$ cat src/sv/gwwb_div.sv
// Restoring divider, one quotient bit per cycle, rounds half to even and saturates.
module gwwb_div #(
    parameter int NUM_W = 32,
    parameter int DEN_W = 24
) (
    input  logic             clk,
    input  logic             rst_n,
    input  logic             start,
    input  logic [NUM_W-1:0] num,
    input  logic [DEN_W-1:0] den,
    output logic             done,
    output logic [7:0]       result
);
    localparam int CNT_W = $clog2(NUM_W + 1);

    logic [NUM_W-1:0] q_reg;
    logic [DEN_W:0]   r_reg;
    logic [DEN_W-1:0] d_reg;
    logic [CNT_W-1:0] cnt_reg;
    logic             busy_reg;
    logic             done_reg;
    logic [DEN_W:0]   r_shift;
    logic [DEN_W+1:0] r2;
    logic             up;
    logic [NUM_W:0]   q_rnd;

    assign r_shift = {r_reg[DEN_W-1:0], q_reg[NUM_W-1]};
    assign r2 = {r_reg, 1'b0};
    assign up = (d_reg != '0) && ((r2 > {2'b00, d_reg})
              || ((r2 == {2'b00, d_reg}) && q_reg[0]));
    assign q_rnd = {1'b0, q_reg} + {{NUM_W{1'b0}}, up};

    always_ff @(posedge clk or negedge rst_n)
    begin
        if (!rst_n)
        begin
            busy_reg <= 1'b0;
            done_reg <= 1'b0;
            cnt_reg <= '0;
        end
        else
        begin
            done_reg <= 1'b0;
            if (start)
            begin
                busy_reg <= 1'b1;
                cnt_reg <= CNT_W'(NUM_W);
            end
            else if (busy_reg)
            begin
                cnt_reg <= cnt_reg - 1'b1;
                if (cnt_reg == CNT_W'(1))
                begin
                    busy_reg <= 1'b0;
                    done_reg <= 1'b1;
                end
            end
        end
    end

    always_ff @(posedge clk)
    begin
        if (start)
        begin
            q_reg <= num;
            r_reg <= '0;
            d_reg <= den;
        end
        else if (busy_reg)
        begin
            if (r_shift >= {1'b0, d_reg})
            begin
                r_reg <= r_shift - {1'b0, d_reg};
                q_reg <= {q_reg[NUM_W-2:0], 1'b1};
            end
            else
            begin
                r_reg <= r_shift;
                q_reg <= {q_reg[NUM_W-2:0], 1'b0};
            end
        end
    end

    assign done = done_reg;
    assign result = (d_reg == '0) ? 8'd0 : (q_rnd > (NUM_W+1)'(255)) ? 8'hFF : q_rnd[7:0];
endmodule

$ cat config.mk
export PLATFORM = sky130hd
export DESIGN_NAME = gwwb_div
export DESIGN_NICKNAME = d
export VERILOG_FILES = /design/src/sv/gwwb_div.sv
export SDC_FILE = /design/constraint.sdc
export NUM_CORES = 1
export LEC_CHECK = 0
export ABC_AREA = 1
export BUFFER_PORTS_ARGS = -buffer_cell sky130_fd_sc_hd__buf_2
export CAP_MARGIN = 20
export CELL_PAD_IN_SITES_DETAIL_PLACEMENT = 1
export CELL_PAD_IN_SITES_GLOBAL_PLACEMENT = 1
export CORE_UTILIZATION = 43
export DETAILED_ROUTE_END_ITERATION = 6
export PLACE_DENSITY_LB_ADDON = 0.1
export SKIP_LAST_GASP = 1
export SLEW_MARGIN = 0
export SYNTH_ARGS = -nofsm -noshare
export SYNTH_HDL_FRONTEND = slang
export SYNTH_SLANG_ARGS = --single-unit
$ cat constraint.sdc
create_clock -name clk -period 4.2 [get_ports clk]
set_input_delay 0.21 -clock clk [delete_from_list [all_inputs] [get_ports clk]]
set_output_delay 0.21 -clock clk [all_outputs]
set_load 0.01 [all_outputs]
# Word-level counts from Yosys, hierarchy flattened
# Index checks and enable logic that the tools add are counted.
# word_totals
regBits	89
latchBits	0
ramBits	0
mem_bits_ro	0
out_inout_bits	9
mem_count	0
# classes
addsub	3
mul	0
div	0
n_lt_le_gt_ge	3
eq_ne	2
shifts	0
mux	14
bitwise	0
reduce_logical	6
# op_table
op	count
two-way mux 32 bit	2
adder 32 x 1 -> 33 bit	1
greater-than comparator 33 x 8 -> 1 bit, second input constant	1
== test 26 x 24 -> 1 bit	1
greater-than comparator 26 x 24 -> 1 bit	1
greater-or-equal comparator 25 x 24 -> 1 bit	1
two-way mux 25 bit	1
subtractor 25 x 24 -> 25 bit	1
zero test 24 bit	1
nonzero test 24 bit	1
two-way mux 8 bit	2
two-way mux 6 bit	2
two-way mux 1 bit	7
== test 6 x 1 -> 1 bit, second input constant	1
subtractor 6 x 1 -> 6 bit, second input constant	1
logical AND 1 bit	2
nonzero test 2 bit	1
logical OR 1 bit	1

# Longest topological paths before layout
# depth
depth_word	8
depth_mapped	23
depth_no_buf	23

# Least setup slack after synthesis
# OpenSTA, ideal clock, no wires.
# synth_path
kind	register to output
start	reg d_reg[13]
end	out result[1]
t_arrival_ns	3.023
required_time_ns	3.990
setup_slack_ns	0.967
stages_incl_launch_ff	23
path_buffers	0
path_cell_list	edfxtp_1 > inv_1 > ha_1 > nand2_1 > nor2_1 > inv_1 > nor3_1 > nand4_1 > a211oi_1 > ha_1 > inv_1 > nor2_4 > nand2_2 > nor2_4 > nand2_1 > nand2_1 > nand2_1 > nor2_1 > nand2_1 > nor2_2 > nand3_4 > nor2_1 > nor2_1
# synth_between
elab_chain_len	8
word_cells_on_any_way	11
# synth_lines
element	line_no	text
from (decl)	18	logic [DEN_W-1:0] d_reg;
from (signal assigned)	67	d_reg <= den;
parallel branches: the longest is 7 deep, another holds adder 32 x 1 -> 33 bit	n/a	
two-way mux 8 bit *	85	assign result = (d_reg == '0) ? 8'd0 : (q_rnd > (NUM_W+1)'(255)) ? 8'hFF : q_rnd[7:0];
to (decl)	12	output logic [7:0] result
# Mark *: on every way between the ends.

# Worst setup path in the final report
# layout_path
start	reg d_reg[1]
end	out result[1]
# Same word-level chain as after synthesis.

==> results.cfg <==
[setup_path]
cpMaxStageDelayCell = edfxtp_1
cp-start-kind = register
cp_num_cells = 25
arrival_ns = 3.97
rrSetupSlack_ns = 1.08
rr_worst_depth = 11
crit_fanout = 8
crit_path_end_kind = output pin
crit_family = simple AND/OR/NAND/NOR gates
critical_path_buf_inv_count = 7
r2r_end = r_reg[7]
required_ns = 3.99
r2r_start = d_reg[5]
path_common_cell = nand2_1
slowest_delay_ns = 0.35
worstSetupPathType = register to output pin

[layout]
multi_input_area_um2 = 3980
syn2layout_area_growth_pct = 23.7
layout-drive-gt1-share_pct = 21.2
fillers = 1912
layout.area.seq_um2 = 2380
post-route-util_pct = 54.8
largest_reg_flops = 32
diodes = 0
final_cell_area_um2 = 7990
finalNetCount = 1110

[synth]
ys_seq_area_share_pct = 36.9
netlist_area_um2 = 6460
ys_warn_count = 0
yosysMostFrequentCell = nand2_1
synthFlopType = edfxtp_1
yosys-top-cells-area = edfxtp_1, nand2_1, dfxtp_1
ys_ff_latch = 89
synth_nets = 1012
async_flop_share_pct = 8.99
yosysTopAreaCell = edfxtp_1
synth.avg_cell_area_um2 = 6.99
synth_top_area_share_pct = 26.0
synth_edf_count = 56
yosys-top-cells-count = nand2_1, inv_1, nor2_1
postSynthCellCount = 924
synth_cell_types = 44

[grt]
grt_antenna_before_repair = 1
gr-total-overflow = 0
grt_pass1_vias = 6371
grt_usage_pct = 27.8
grt_max_degree = 71
grt_pass1_wl_mm = 33.8

[job]
cap_viol_max_count = 0

[route]
routedWlPerCell_um = 18.6
postRouteAntennaNets = 0
via_count = 6570
drt_iter0_markers = 423
first_pass_iters = 5
finalWirelength_mm = 22.5
drc = 0
drt-vias-per-instance = 5.43

[clock_tree]
insertion_delay_ns = 0.37
tritoncts = yes
cts_buffer_depth = 2
h-tree-depth = 3
cts-root-buf = clkbuf_16
cts.sinks = 89
numCtsBuffers = 9
path_clk_slew_ns = 0.08

[timing]
slew_headroom_pct = 25.0
max_freq_ghz = 0.239
finalSetupViolations = 0
rsz0062_at_grt = yes
post-route-period-util_pct = 99.4
max_slew.worst_pin.slew_ns = 1.12
slew_violations = 0
hold_viol_final = 0
skew_ns = 0.0108
min_period_ns = 4.18

[die]
die_h_um = 125
io_pins = 68
fp.dieW_um = 125
fp.dieArea_um2 = 15500
start_util_pct = 44.3
rows = 44
core_area_um2 = 14600

[power_and_ir_drop]
power_density_nw_per_um2 = 577
finalPower_mw = 4.61
leakage_nw = 3.65
ir_drop_mv = 0.295

[placement]
gp_congestion = 0.905
placedInstanceArea_um2 = 6990
io_buffers = 67
dp_hpwl_mm = 15.6

[status]
outcome = finished clean

[min_path]
hold_start = den[12]
min_to = d_reg[12]
holdPathStages = 1
min_path_type = input pin to register
[power by group]
part           internal [mW]  switching (mW)
clock                  0.419           0.414
combinational          0.963            1.49
sequential              1.12           0.199
total                   2.51            2.10
[stage by stage]
stage          worst slack (ns)  setup TNS, ns  cells  hold slack [ns]
3_5_place_dp             0.0765              0   1163           0.0690
5_1_grt                  -0.200          -1.43   1211          0.00967
6_report                 0.0239              0   1211           0.0152
4_1_cts                 0.00596              0   1183          0.00675
3_3_place_gp              0.170              0   1163           0.0707
2_1_floorplan             0.967              0    924          -0.0856
[metal layers]
metal  wire length, um  track usage, %  part of all wire [%]
met4               352            6.24                   1.6
met5                 0               0                     0
met2             10600            44.5                    47
met3              1050            4.90                   4.6
met1             10500            39.0                    47
[cell usage in the layout (no fill, tap or decap), drive strengths merged]
master       instances
o21a                 1
nand2              291
clkbuf               9
a31oi                1
buf                105
nor3                10
nor4                 5
nand4               37
o21bai               3
a21oi               33
dfrtp                8
inv                129
xnor2               13
fa                   1
dlygate4sd3          1
nor2               114
ha                  28
or3b                 1
a21o                 6
o22ai                1
nand3b               1
a21boi               2
edfxtp              56
dfxtp               25
clkinv               3
xor2                12
and2                 1
o2111ai              1
a211oi               1
o21ai               58
nand3               70
[final cells by class]
cell class              count  share of cell area, %
clock buffers               9                   2.82
clock inverters             7                  0.830
inverters                 125                   5.87
multi-input cells         691                   49.8
flip-flops and latches     89                   29.8
well taps                 184                   2.88
repair buffers            106                   7.99
[worst max-delay path by stage]
stage                      to       from  slack [ns]
finish              result[1]   d_reg[1]        0.02
global route        result[4]   d_reg[1]       -0.20
CTS                 result[5]  d_reg[12]       0.006
detailed placement  result[5]   d_reg[9]        0.08
global placement    result[3]  d_reg[10]        0.17
floorplan           result[1]  d_reg[13]        0.97
[repair_timing]
action / CTS / global route
gates resized for setup: 13 / 81
buffers inserted: 3 / 28
pin swaps: 6 / 38
endpoints found under the hold margin: 8 / 0
endpoints found under the setup margin: 8 / 8
hold buffers: 1 / 0
[cell families (layout without fill, tap and decap cells)]
family	count (synthesis)	in the layout	share of synthesized area (%)
AOI/OAI and AO/OA	107	107	9.07
xor gates and xnor gates	25	25	3.39
adders and majority gates	29	29	5.73
buffers and inverters	144	247	8.62
DFF	89	89	36.9
and+or+nand+nor	530	530	36.3
No activity file was read; power rests on OpenSTA's default activity.
